<file path="config.mk">
export PLATFORM = sky130hd
export DESIGN_NAME = triangle_midpoint_subdivide_normalize
export DESIGN_NICKNAME = d
export VERILOG_FILES = /design/src/tmsn_pkg.sv /design/src/tmsn_norm.sv /design/src/triangle_midpoint_subdivide_normalize.sv
export VERILOG_INCLUDE_DIRS = /design/src /design/src/src
export SDC_FILE = /design/constraint.sdc
export NUM_CORES = 2
export LEC_CHECK = 0
export BUFFER_PORTS_ARGS = -buffer_cell sky130_fd_sc_hd__buf_2
export CAP_MARGIN = 20
export CORE_MARGIN = 10
export CORE_UTILIZATION = 54
export CTS_BUF_LIST = sky130_fd_sc_hd__clkbuf_16
export DETAILED_ROUTE_END_ITERATION = 8
export GPL_TIMING_DRIVEN = 0
export HOLD_SLACK_MARGIN = 0.03
export PLACE_DENSITY = 0.71
export SLEW_MARGIN = 20
export SYNTH_ARGS = -nofsm -noshare
export SYNTH_HDL_FRONTEND = slang
export SYNTH_SLANG_ARGS = --single-unit
</file>
<file path="constraint.sdc">
create_clock -name clock -period 23.4 [get_ports clock]
set_input_delay 2.34 -clock clock [delete_from_list [all_inputs] [get_ports clock]]
set_output_delay 2.34 -clock clock [all_outputs]
set_load 0.01 [all_outputs]
</file>
<file path="src/triangle_midpoint_subdivide_normalize_macros.svh">
// assertion macros shared by the subdivision block
`ifndef TRIANGLE_MIDPOINT_SUBDIVIDE_NORMALIZE_MACROS_SVH
`define TRIANGLE_MIDPOINT_SUBDIVIDE_NORMALIZE_MACROS_SVH

// same-cycle implication
`define TMSN_ASSERT_NOW(label, clk, rst, ante, cons, msg) \
   label: assert property (@(posedge clk) disable iff (rst) (ante) |-> (cons)) \
      else $error(msg);

// next-cycle implication
`define TMSN_ASSERT_NEXT(label, clk, rst, ante, cons, msg) \
   label: assert property (@(posedge clk) disable iff (rst) (ante) |=> (cons)) \
      else $error(msg);

`endif

</file>
<file path="src/tmsn_pkg.sv">
// types, point codes and emit order for the subdivision block
`default_nettype none
package tmsn_pkg;

   typedef enum logic [1:0] {
      ST_IDLE,
      ST_START,
      ST_WAIT,
      ST_SEND
   } seq_state_type;

   typedef enum logic [2:0] {
      NS_IDLE,
      NS_SQUARE,
      NS_INIT,
      NS_BIT,
      NS_DONE
   } norm_state_type;

   typedef enum logic [2:0] {
      PT_V0,
      PT_V1,
      PT_V2,
      PT_M01,
      PT_M02,
      PT_M12
   } point_type;

   localparam int NUM_OUT_VERTS = 12;
   localparam logic [3:0] LAST_IDX = 4'(NUM_OUT_VERTS - 1);

   // four triangles: (v0,m01,m02) (m01,v1,m12) (v2,m02,m12) (m01,m12,m02)
   function automatic point_type point_of(input logic [3:0] idx);
      point_type pt;
      case (idx)
         4'd0:    pt = PT_V0;
         4'd1:    pt = PT_M01;
         4'd2:    pt = PT_M02;
         4'd3:    pt = PT_M01;
         4'd4:    pt = PT_V1;
         4'd5:    pt = PT_M12;
         4'd6:    pt = PT_V2;
         4'd7:    pt = PT_M02;
         4'd8:    pt = PT_M12;
         4'd9:    pt = PT_M01;
         4'd10:   pt = PT_M12;
         4'd11:   pt = PT_M02;
         default: pt = PT_V0;
      endcase
      return pt;
   endfunction

endpackage
`default_nettype wire

</file>
<file path="src/tmsn_norm.sv">
// iterative unit-length scaler: squares through one multiplier, then bit-serial search
`default_nettype none
module tmsn_norm #(
   parameter int COORD_BITS = 16
) (
   input  wire logic                         clock,
   input  wire logic                         reset,
   input  wire logic                         start,
   input  wire logic signed [COORD_BITS-1:0] in_x,
   input  wire logic signed [COORD_BITS-1:0] in_y,
   input  wire logic signed [COORD_BITS-1:0] in_z,
   output logic                              done,
   output logic signed [COORD_BITS-1:0]      out_x,
   output logic signed [COORD_BITS-1:0]      out_y,
   output logic signed [COORD_BITS-1:0]      out_z
);
   localparam int C  = COORD_BITS;
   localparam int F  = C - 2;
   localparam int QW = C - 1;
   localparam int SW = 2 * C + 2;
   localparam int W  = 4 * C + 4;
   localparam int JW = $clog2(F + 1);

   tmsn_pkg::norm_state_type state_ff, state_in;
   logic [1:0]          ax_ff, ax_in;
   logic                neg_ff [3], neg_in [3];
   logic [C-1:0]        mag_ff [3], mag_in [3];
   logic [2*C-1:0]      sq_ff [3], sq_in [3];
   logic [SW-1:0]       s_ff, s_in;
   logic signed [W-1:0] a_ff, a_in, b_ff, b_in, r_ff, r_in;
   logic [QW-1:0]       q_ff, q_in;
   logic [JW-1:0]       j_ff, j_in;
   logic signed [C-1:0] res_ff [3], res_in [3];

   logic signed [C-1:0] vin [3];
   logic [C-1:0]        mag_sel;
   logic [2*C-1:0]      prod;
   logic signed [W-1:0] s_ext, a_try;
   logic                take;
   logic [QW-1:0]       q_bit, q_fin;

   assign vin[0] = in_x;
   assign vin[1] = in_y;
   assign vin[2] = in_z;

   assign mag_sel = mag_ff[ax_ff];
   assign prod    = (2*C)'(mag_sel) * (2*C)'(mag_sel);
   assign s_ext   = signed'(W'(s_ff));
   // (2q-1)^2 * s for the trial bit, kept incrementally
   assign a_try   = a_ff + (b_ff <<< (int'(j_ff) + 2)) + (s_ext <<< (2 * int'(j_ff) + 2));
   assign take    = !q_ff[QW-1] && (a_try <= r_ff);
   assign q_bit   = QW'(1) << j_ff;
   assign q_fin   = take ? (q_ff | q_bit) : q_ff;

   always_comb begin
      state_in = state_ff;
      case (state_ff)
         tmsn_pkg::NS_IDLE:   if (start) state_in = tmsn_pkg::NS_SQUARE;
         tmsn_pkg::NS_SQUARE: if (ax_ff == 2'd2) state_in = tmsn_pkg::NS_INIT;
         tmsn_pkg::NS_INIT:   state_in = tmsn_pkg::NS_BIT;
         tmsn_pkg::NS_BIT: begin
            if (j_ff == '0) begin
               state_in = (ax_ff == 2'd2) ? tmsn_pkg::NS_DONE : tmsn_pkg::NS_INIT;
            end
         end
         tmsn_pkg::NS_DONE:   state_in = tmsn_pkg::NS_IDLE;
         default:             state_in = tmsn_pkg::NS_IDLE;
      endcase
   end

   always_comb begin
      ax_in = ax_ff;
      s_in  = s_ff;
      a_in  = a_ff;
      b_in  = b_ff;
      r_in  = r_ff;
      q_in  = q_ff;
      j_in  = j_ff;
      for (int i = 0; i < 3; i++) begin
         neg_in[i] = neg_ff[i];
         mag_in[i] = mag_ff[i];
         sq_in[i]  = sq_ff[i];
         res_in[i] = res_ff[i];
      end
      case (state_ff)
         tmsn_pkg::NS_IDLE: begin
            if (start) begin
               for (int i = 0; i < 3; i++) begin
                  neg_in[i] = vin[i][C-1];
                  mag_in[i] = vin[i][C-1] ? C'(-vin[i]) : C'(vin[i]);
               end
               s_in  = '0;
               ax_in = '0;
            end
         end
         tmsn_pkg::NS_SQUARE: begin
            sq_in[ax_ff] = prod;
            s_in  = s_ff + SW'(prod);
            ax_in = (ax_ff == 2'd2) ? 2'd0 : ax_ff + 2'd1;
         end
         tmsn_pkg::NS_INIT: begin
            a_in = s_ext;
            b_in = -s_ext;
            q_in = '0;
            j_in = JW'(F);
            r_in = signed'(W'(sq_ff[ax_ff]) << (2 * F + 2));
         end
         tmsn_pkg::NS_BIT: begin
            if (take) begin
               q_in = q_ff | q_bit;
               a_in = a_try;
               b_in = b_ff + (s_ext <<< (int'(j_ff) + 1));
            end
            if (j_ff == '0) begin
               // zero vector stays zero
               if (s_ff == '0) begin
                  res_in[ax_ff] = '0;
               end else if (neg_ff[ax_ff]) begin
                  res_in[ax_ff] = -signed'(C'(q_fin));
               end else begin
                  res_in[ax_ff] = signed'(C'(q_fin));
               end
               ax_in = (ax_ff == 2'd2) ? 2'd0 : ax_ff + 2'd1;
            end else begin
               j_in = j_ff - JW'(1);
            end
         end
         default: ;
      endcase
   end

   always_ff @(posedge clock) begin
      if (reset) begin
         state_ff <= tmsn_pkg::NS_IDLE;
         ax_ff    <= '0;
      end else begin
         state_ff <= state_in;
         ax_ff    <= ax_in;
      end
      s_ff <= s_in;
      a_ff <= a_in;
      b_ff <= b_in;
      r_ff <= r_in;
      q_ff <= q_in;
      j_ff <= j_in;
      for (int i = 0; i < 3; i++) begin
         neg_ff[i] <= neg_in[i];
         mag_ff[i] <= mag_in[i];
         sq_ff[i]  <= sq_in[i];
         res_ff[i] <= res_in[i];
      end
   end

   assign done  = (state_ff == tmsn_pkg::NS_DONE);
   assign out_x = res_ff[0];
   assign out_y = res_ff[1];
   assign out_z = res_ff[2];

endmodule
`default_nettype wire

</file>
<file path="src/triangle_midpoint_subdivide_normalize.sv">
// top level: vertex store, midpoint select, emit sequencer and result register
//
// usage
//   req_* takes one vertex per item (signed position, unsigned color and texcoord).
//   the first two vertices of a triangle are stored and give no result; req_ready
//   stays high for them.
//   the third vertex starts a run of twelve result items on rsp_*, four triangles
//   (v0,m01,m02) (m01,v1,m12) (v2,m02,m12) (m01,m12,m02); rsp_last_vertex marks
//   the twelfth.
//   every emitted vertex goes through the shared scaler, which squares the three
//   axes on one multiplier and then runs a bit-serial search per axis; the
//   result then waits in the result register for rsp_ready.
//   req_ready is low from the third vertex until the last result is taken.
//   a stalled receiver simply holds the result register; nothing is lost.
//   reset empties the vertex store count and drops any run in progress.
`default_nettype none
`include "triangle_midpoint_subdivide_normalize_macros.svh"
module triangle_midpoint_subdivide_normalize #(
   parameter int COORD_BITS = 16,
   parameter int ATTR_BITS  = 16
) (
   input  wire logic                         clock,
   input  wire logic                         reset,
   input  wire logic                         req_valid,
   output logic                              req_ready,
   input  wire logic signed [COORD_BITS-1:0] req_pos_x,
   input  wire logic signed [COORD_BITS-1:0] req_pos_y,
   input  wire logic signed [COORD_BITS-1:0] req_pos_z,
   input  wire logic [ATTR_BITS-1:0]         req_color_r,
   input  wire logic [ATTR_BITS-1:0]         req_color_g,
   input  wire logic [ATTR_BITS-1:0]         req_color_b,
   input  wire logic [ATTR_BITS-1:0]         req_color_a,
   input  wire logic [ATTR_BITS-1:0]         req_tex_u,
   input  wire logic [ATTR_BITS-1:0]         req_tex_v,
   output logic                              rsp_valid,
   input  wire logic                         rsp_ready,
   output logic signed [COORD_BITS-1:0]      rsp_out_pos_x,
   output logic signed [COORD_BITS-1:0]      rsp_out_pos_y,
   output logic signed [COORD_BITS-1:0]      rsp_out_pos_z,
   output logic [ATTR_BITS-1:0]              rsp_out_color_r,
   output logic [ATTR_BITS-1:0]              rsp_out_color_g,
   output logic [ATTR_BITS-1:0]              rsp_out_color_b,
   output logic [ATTR_BITS-1:0]              rsp_out_color_a,
   output logic [ATTR_BITS-1:0]              rsp_out_tex_u,
   output logic [ATTR_BITS-1:0]              rsp_out_tex_v,
   output logic                              rsp_last_vertex
);
   localparam int C = COORD_BITS;
   localparam int A = ATTR_BITS;

   tmsn_pkg::seq_state_type state_ff, state_in;
   logic [1:0] slot_ff, slot_in;
   logic [3:0] idx_ff, idx_in;

   // vertex store: slots 0 and 1 hold v0, v1; slot 2 takes v2
   logic signed [C-1:0] pos_ff [3][3], pos_in [3][3];
   logic [A-1:0]        attr_ff [3][6], attr_in [3][6];

   logic signed [C-1:0] cur_pos [3];
   logic [A-1:0]        cur_attr [6];
   logic signed [C-1:0] sel_pos [3];
   logic [A-1:0]        sel_attr [6];
   tmsn_pkg::point_type pt;

   logic signed [C-1:0] out_pos_ff [3], out_pos_in [3];
   logic [A-1:0]        out_attr_ff [6], out_attr_in [6];
   logic                last_ff, last_in;

   logic                req_take, rsp_take;
   logic                norm_start, norm_done;
   logic signed [C-1:0] norm_x, norm_y, norm_z;

   // floor of half the sum, signed and unsigned
   function automatic logic signed [C-1:0] mid_pos(input logic signed [C-1:0] u,
                                                   input logic signed [C-1:0] w);
      logic signed [C:0] sum;
      sum = (C+1)'(u) + (C+1)'(w);
      return sum[C:1];
   endfunction

   function automatic logic [A-1:0] mid_attr(input logic [A-1:0] u, input logic [A-1:0] w);
      logic [A:0] sum;
      sum = (A+1)'(u) + (A+1)'(w);
      return sum[A:1];
   endfunction

   assign cur_pos[0]  = req_pos_x;
   assign cur_pos[1]  = req_pos_y;
   assign cur_pos[2]  = req_pos_z;
   assign cur_attr[0] = req_color_r;
   assign cur_attr[1] = req_color_g;
   assign cur_attr[2] = req_color_b;
   assign cur_attr[3] = req_color_a;
   assign cur_attr[4] = req_tex_u;
   assign cur_attr[5] = req_tex_v;

   assign req_take = req_valid && req_ready;
   assign rsp_take = rsp_valid && rsp_ready;

   // point for the vertex being emitted
   assign pt = tmsn_pkg::point_of(idx_ff);

   always_comb begin
      for (int i = 0; i < 3; i++) begin
         case (pt)
            tmsn_pkg::PT_V0:  sel_pos[i] = pos_ff[0][i];
            tmsn_pkg::PT_V1:  sel_pos[i] = pos_ff[1][i];
            tmsn_pkg::PT_V2:  sel_pos[i] = pos_ff[2][i];
            tmsn_pkg::PT_M01: sel_pos[i] = mid_pos(pos_ff[0][i], pos_ff[1][i]);
            tmsn_pkg::PT_M02: sel_pos[i] = mid_pos(pos_ff[0][i], pos_ff[2][i]);
            tmsn_pkg::PT_M12: sel_pos[i] = mid_pos(pos_ff[1][i], pos_ff[2][i]);
            default:          sel_pos[i] = pos_ff[0][i];
         endcase
      end
      for (int i = 0; i < 6; i++) begin
         case (pt)
            tmsn_pkg::PT_V0:  sel_attr[i] = attr_ff[0][i];
            tmsn_pkg::PT_V1:  sel_attr[i] = attr_ff[1][i];
            tmsn_pkg::PT_V2:  sel_attr[i] = attr_ff[2][i];
            tmsn_pkg::PT_M01: sel_attr[i] = mid_attr(attr_ff[0][i], attr_ff[1][i]);
            tmsn_pkg::PT_M02: sel_attr[i] = mid_attr(attr_ff[0][i], attr_ff[2][i]);
            tmsn_pkg::PT_M12: sel_attr[i] = mid_attr(attr_ff[1][i], attr_ff[2][i]);
            default:          sel_attr[i] = attr_ff[0][i];
         endcase
      end
   end

   tmsn_norm #(
      .COORD_BITS(C)
   ) u_norm (
      .clock (clock),
      .reset (reset),
      .start (norm_start),
      .in_x  (sel_pos[0]),
      .in_y  (sel_pos[1]),
      .in_z  (sel_pos[2]),
      .done  (norm_done),
      .out_x (norm_x),
      .out_y (norm_y),
      .out_z (norm_z)
   );

   // next state
   always_comb begin
      state_in = state_ff;
      case (state_ff)
         tmsn_pkg::ST_IDLE:  if (req_take && slot_ff == 2'd2) state_in = tmsn_pkg::ST_START;
         tmsn_pkg::ST_START: state_in = tmsn_pkg::ST_WAIT;
         tmsn_pkg::ST_WAIT:  if (norm_done) state_in = tmsn_pkg::ST_SEND;
         tmsn_pkg::ST_SEND: begin
            if (rsp_take) begin
               state_in = (idx_ff == tmsn_pkg::LAST_IDX) ? tmsn_pkg::ST_IDLE
                                                         : tmsn_pkg::ST_START;
            end
         end
         default:            state_in = tmsn_pkg::ST_IDLE;
      endcase
   end

   // outputs of the sequencer
   always_comb begin
      req_ready  = (state_ff == tmsn_pkg::ST_IDLE);
      rsp_valid  = (state_ff == tmsn_pkg::ST_SEND);
      norm_start = (state_ff == tmsn_pkg::ST_START);
   end

   // store, counters and result register
   always_comb begin
      slot_in = slot_ff;
      idx_in  = idx_ff;
      last_in = last_ff;
      for (int s = 0; s < 3; s++) begin
         for (int i = 0; i < 3; i++) pos_in[s][i] = pos_ff[s][i];
         for (int i = 0; i < 6; i++) attr_in[s][i] = attr_ff[s][i];
      end
      for (int i = 0; i < 3; i++) out_pos_in[i] = out_pos_ff[i];
      for (int i = 0; i < 6; i++) out_attr_in[i] = out_attr_ff[i];

      if (req_take) begin
         for (int i = 0; i < 3; i++) pos_in[slot_ff][i] = cur_pos[i];
         for (int i = 0; i < 6; i++) attr_in[slot_ff][i] = cur_attr[i];
         slot_in = (slot_ff == 2'd2) ? 2'd0 : slot_ff + 2'd1;
         idx_in  = '0;
      end

      if (state_ff == tmsn_pkg::ST_WAIT && norm_done) begin
         out_pos_in[0] = norm_x;
         out_pos_in[1] = norm_y;
         out_pos_in[2] = norm_z;
         for (int i = 0; i < 6; i++) out_attr_in[i] = sel_attr[i];
         last_in = (idx_ff == tmsn_pkg::LAST_IDX);
      end

      if (rsp_take && idx_ff != tmsn_pkg::LAST_IDX) idx_in = idx_ff + 4'd1;
   end

   always_ff @(posedge clock) begin
      if (reset) begin
         state_ff <= tmsn_pkg::ST_IDLE;
         slot_ff  <= '0;
         idx_ff   <= '0;
      end else begin
         state_ff <= state_in;
         slot_ff  <= slot_in;
         idx_ff   <= idx_in;
      end
      last_ff <= last_in;
      for (int s = 0; s < 3; s++) begin
         for (int i = 0; i < 3; i++) pos_ff[s][i] <= pos_in[s][i];
         for (int i = 0; i < 6; i++) attr_ff[s][i] <= attr_in[s][i];
      end
      for (int i = 0; i < 3; i++) out_pos_ff[i] <= out_pos_in[i];
      for (int i = 0; i < 6; i++) out_attr_ff[i] <= out_attr_in[i];
   end

   assign rsp_out_pos_x   = out_pos_ff[0];
   assign rsp_out_pos_y   = out_pos_ff[1];
   assign rsp_out_pos_z   = out_pos_ff[2];
   assign rsp_out_color_r = out_attr_ff[0];
   assign rsp_out_color_g = out_attr_ff[1];
   assign rsp_out_color_b = out_attr_ff[2];
   assign rsp_out_color_a = out_attr_ff[3];
   assign rsp_out_tex_u   = out_attr_ff[4];
   assign rsp_out_tex_v   = out_attr_ff[5];
   assign rsp_last_vertex = last_ff;

   // no new vertex while a run of results is out
   `TMSN_ASSERT_NOW(a_no_overlap, clock, reset, req_ready, !rsp_valid, "input taken during emit")
   // last flag only on the twelfth result
   `TMSN_ASSERT_NOW(a_last_idx, clock, reset, rsp_valid && rsp_last_vertex,
                    idx_ff == tmsn_pkg::LAST_IDX, "last flag on wrong vertex")
   // scaler finishes only when the sequencer waits for it
   `TMSN_ASSERT_NOW(a_done_wait, clock, reset, norm_done,
                    state_ff == tmsn_pkg::ST_WAIT, "scaler done out of turn")
   // a started scaler run always leads to a wait
   `TMSN_ASSERT_NEXT(a_start_wait, clock, reset, norm_start,
                     state_ff == tmsn_pkg::ST_WAIT, "start not followed by wait")

endmodule
`default_nettype wire

</file>
==> results.tsv <==
stage	metric	value	unit
critical_path	Critical Setup Path Class	flop to flop	
synth	most frequent cell after synthesis	nand2_1	
finish	number of filler instances in the final layout	12579	
global_route	number of antenna violations at the first check in global routing	27	
clock_network	post-cts resize count	0	
critical_path	kind of start point of the critical path	flop	
synth	count of flip-flops with a built-in enable after synthesis	989	
routing	via count normalized by instance count	6.49	
sta	transition time at the pin with the least slew margin	1370	ps
routing	routed wire length	334000	um
die	Die Outline Area	0.164	mm^2
global_route	maximum number of pins on one net before global-route repair	61	
sta	largest clock skew in the final design	79.5	ps
synth	sequential share of the synthesized area	37.4	%
finish	# nets final	9990	
synth	share of synthesized flip-flops with an asynchronous set or reset	0	%
sta	fmax	56.7	MHz
critical_path	most frequent cell on the critical path	clkbuf_1	
sta	Max Slew Vio Count	0	
critical_path	Worst Path Required	23850	ps
clock_network	CTS hold repair buffers	0	
routing	total DRC errors in the routed layout	0	
routing	average wire per cell in the routed design	30.2	um
clock_network	CTS HTree Levels	3	
routing	met1 wire length	121000	um
sta	number of failing hold endpoints at the final stage	0	
routing	detailed-routing iteration count for the pre-antenna-repair pass	7	
clock_network	TritonCTS sink count	1007	
synth	number of storage elements in the synthesis netlist	1007	
placed_design	total half-perimeter wirelength after legalization and detailed placement	261000	um
finish	area growth from synthesis to layout	11.3	%
synth	Syn Inst Count	8536	
placed_design	number of port buffers	294	
placed_design	total cell area at the placement stage	0.0853	mm^2
critical_path	highest-delay cell along the critical path	nor4b_1	
critical_path	arrival time of the worst setup path	18080	ps
critical_path	endpoint type of the worst setup path	flop	
critical_path	crit path max fanout	22	
finish	fin area	0.0893	mm^2
routing	wire length on met2	147000	um
outcome	outcome	finished clean	
finish	share of final-layout standard cells stronger than drive strength 1	9.00	%
placed_design	RePlAce Congestion	1.09	
synth	post-synth top area share	37.0	%
die	count of boundary I/O pins	295	
synth	top post-synthesis cells by count	nand2_1, edfxtp_1, nor2_1	
routing	highest metal layer with signal wires	met5	
synth	syn nets	9514	
synth	Synth area leaders	edfxtp_1, ha_1, fa_1	
synth	number of warning messages in the yosys log	0	
sta	max-slew headroom at the worst pin	8.83	%
routing	first-iteration detailed-routing DRC count	8043	
critical_path	slowest cell delay on critical path	920	ps
clock_network	clock tree root driver cell	clkbuf_16	
synth	flip-flop cell with the highest count after synthesis	edfxtp_1	
clock_network	CTS Buf Count	111	
sta	min Tclk post-route	17630	ps
routing	vias after detailed routing	71823	
clock_network	Clk Latency, worst-skew pair	790	ps
sta	unrepaired setup endpoints after global routing	no	
clock_network	number of setup buffers added after CTS	0	
global_route	global-route wire length before repair	475000	um
die	Die Span Y	406	um
clock_network	Clk pin slew, worst setup/hold paths	60	ps
synth	library cell occupying the most area in the post-synthesis netlist	edfxtp_1	
synth	Netlist cell types	112	
sta	Final Cycle Share	75.3	%
min_path	class of the worst hold path	flop to flop	
sta	final setup violation count	0	
routing	post-route antenna net violation count	0	
synth	Netlist Area Pre-Place	0.0803	mm^2
die	number of placement rows	141	
clock_network	worst-case clock buffer depth	3	
global_route	total grt overflow	0	
run	Max-Cap Viols	0	
clock_network	CTS tree	built	
synth	Post-Synthesis Mean Instance Area	9.40	um^2
global_route	total track usage	39.4	%
die	Initial Utilization	54.4	%
routing	routed wl met3	34200	um
global_route	vias in the first global route	69462	
die	Die X	406	um
die	area inside the core boundary	0.148	mm^2
worst paths after layout:
check	start	end	slack [ps]	cells past startpoint
hold reg to reg	u_norm.res_ff[0][22]	out_pos_ff[0][22]	450	0
setup reg to reg	u_norm.j_ff[0]	u_norm.a_ff[61]	5770	48
hold / removal	u_norm.res_ff[0][22]	out_pos_ff[0][22]	450	0
setup / recovery	u_norm.j_ff[0]	u_norm.a_ff[61]	5770	48
flip-flops by register name, summed over array words and instances (netlist names), 4 cells and up, named ones only:
name and flops:
attr_ff 288, idx_ff 4, out_attr_ff 96, out_pos_ff 48, pos_ff 144, u_norm.a_ff 68, u_norm.b_ff 68, u_norm.j_ff 4
u_norm.mag_ff 48, u_norm.q_ff 15, u_norm.r_ff 31, u_norm.res_ff 48, u_norm.s_ff 34, u_norm.sq_ff 93
cell families (layout without fill, tap and decap cells):
group / Yosys count / in the layout / share of synthesized area, %
compound gates: 2236 / 2236 / 17.5
xor+xnor: 436 / 436 / 4.77
fa+ha+maj: 830 / 830 / 15.3
buf+inv: 993 / 1561 / 4.68
flops: 1007 / 1007 / 37.4
mux: 351 / 351 / 5.38
other cells: 0 / 25 / 0
simple gates: 2683 / 2683 / 14.9
placed cells by master (no fill, tap or decap), types with 45 or more instances in the layout:
cell and n:
a211oi_1 74, nor2_1 737, nand2b_1 82, a21oi_1 603, o22ai_1 69, clkbuf_1 308
o21bai_1 92, nand2_1 1121, edfxtp_1 989, nor2b_1 90, o21a_1 67, mux2i_1 244
and2_1 166, buf_2 320, xnor2_1 266, nand3_1 104, xor2_1 158, a21o_1 158
and3_1 52, fa_1 253, o21ai_0 587, mux4_2 60, inv_1 596, buf_1 54
nor3_1 137, ha_1 577, o211ai_1 71, a31oi_1 86, clkbuf_16 112, mux2_2 45
area by class of cell:
class	instances	area, um^2	share of cell area [%]
plain buffers	402	1570	1.75
well taps	1930	2410	2.70
clock inverters	94	1070	1.20
repair buffers	363	2490	2.79
diodes	25	62.6	0.0700
multi-input cells	6536	46700	52.2
flip-flops and latches	1007	30100	33.6
inverters	591	2230	2.49
clock buffers	111	2780	3.11
critical path: cells and delay by family, from the launching register on:
kind                     cells  cell delay, ps
adder cells (fa/ha/maj)      5            2120
XOR/XNOR                     1             160
AND/OR/NAND/NOR             17            5510
AO/OA/AOI/OAI               11            3540
flip-flops                   1             380
buffers and inverters       14            5530
stage by stage:
stage / setup slack [ps] / hold slack (ps) / std cells / setup TNS, ps / utilization [%]
4_1_cts: 6320 / 448 / 11028 / 0 / 60.4
6_report: 5770 / 450 / 11059 / 0 / 60.5
3_3_place_gp: -7800 / 433 / 10760 / -1052570 / 57.0
3_5_place_dp: 6440 / 434 / 10823 / 0 / 57.8
2_1_floorplan: 2640 / 426 / 8536 / 0 / -
5_1_grt: 5260 / 464 / 11044 / 0 / 60.5
metal layers:
layer,global-route usage [%],vias up
met5,0,-
met4,31.1,16
met3,9.13,1190
met2,61.4,4554
met1,46.9,34467
li1,-,31596
Power is left out: the tool's default activity adds up to more than one toggle a clock period on the data nets, which glitch-free logic cannot reach.
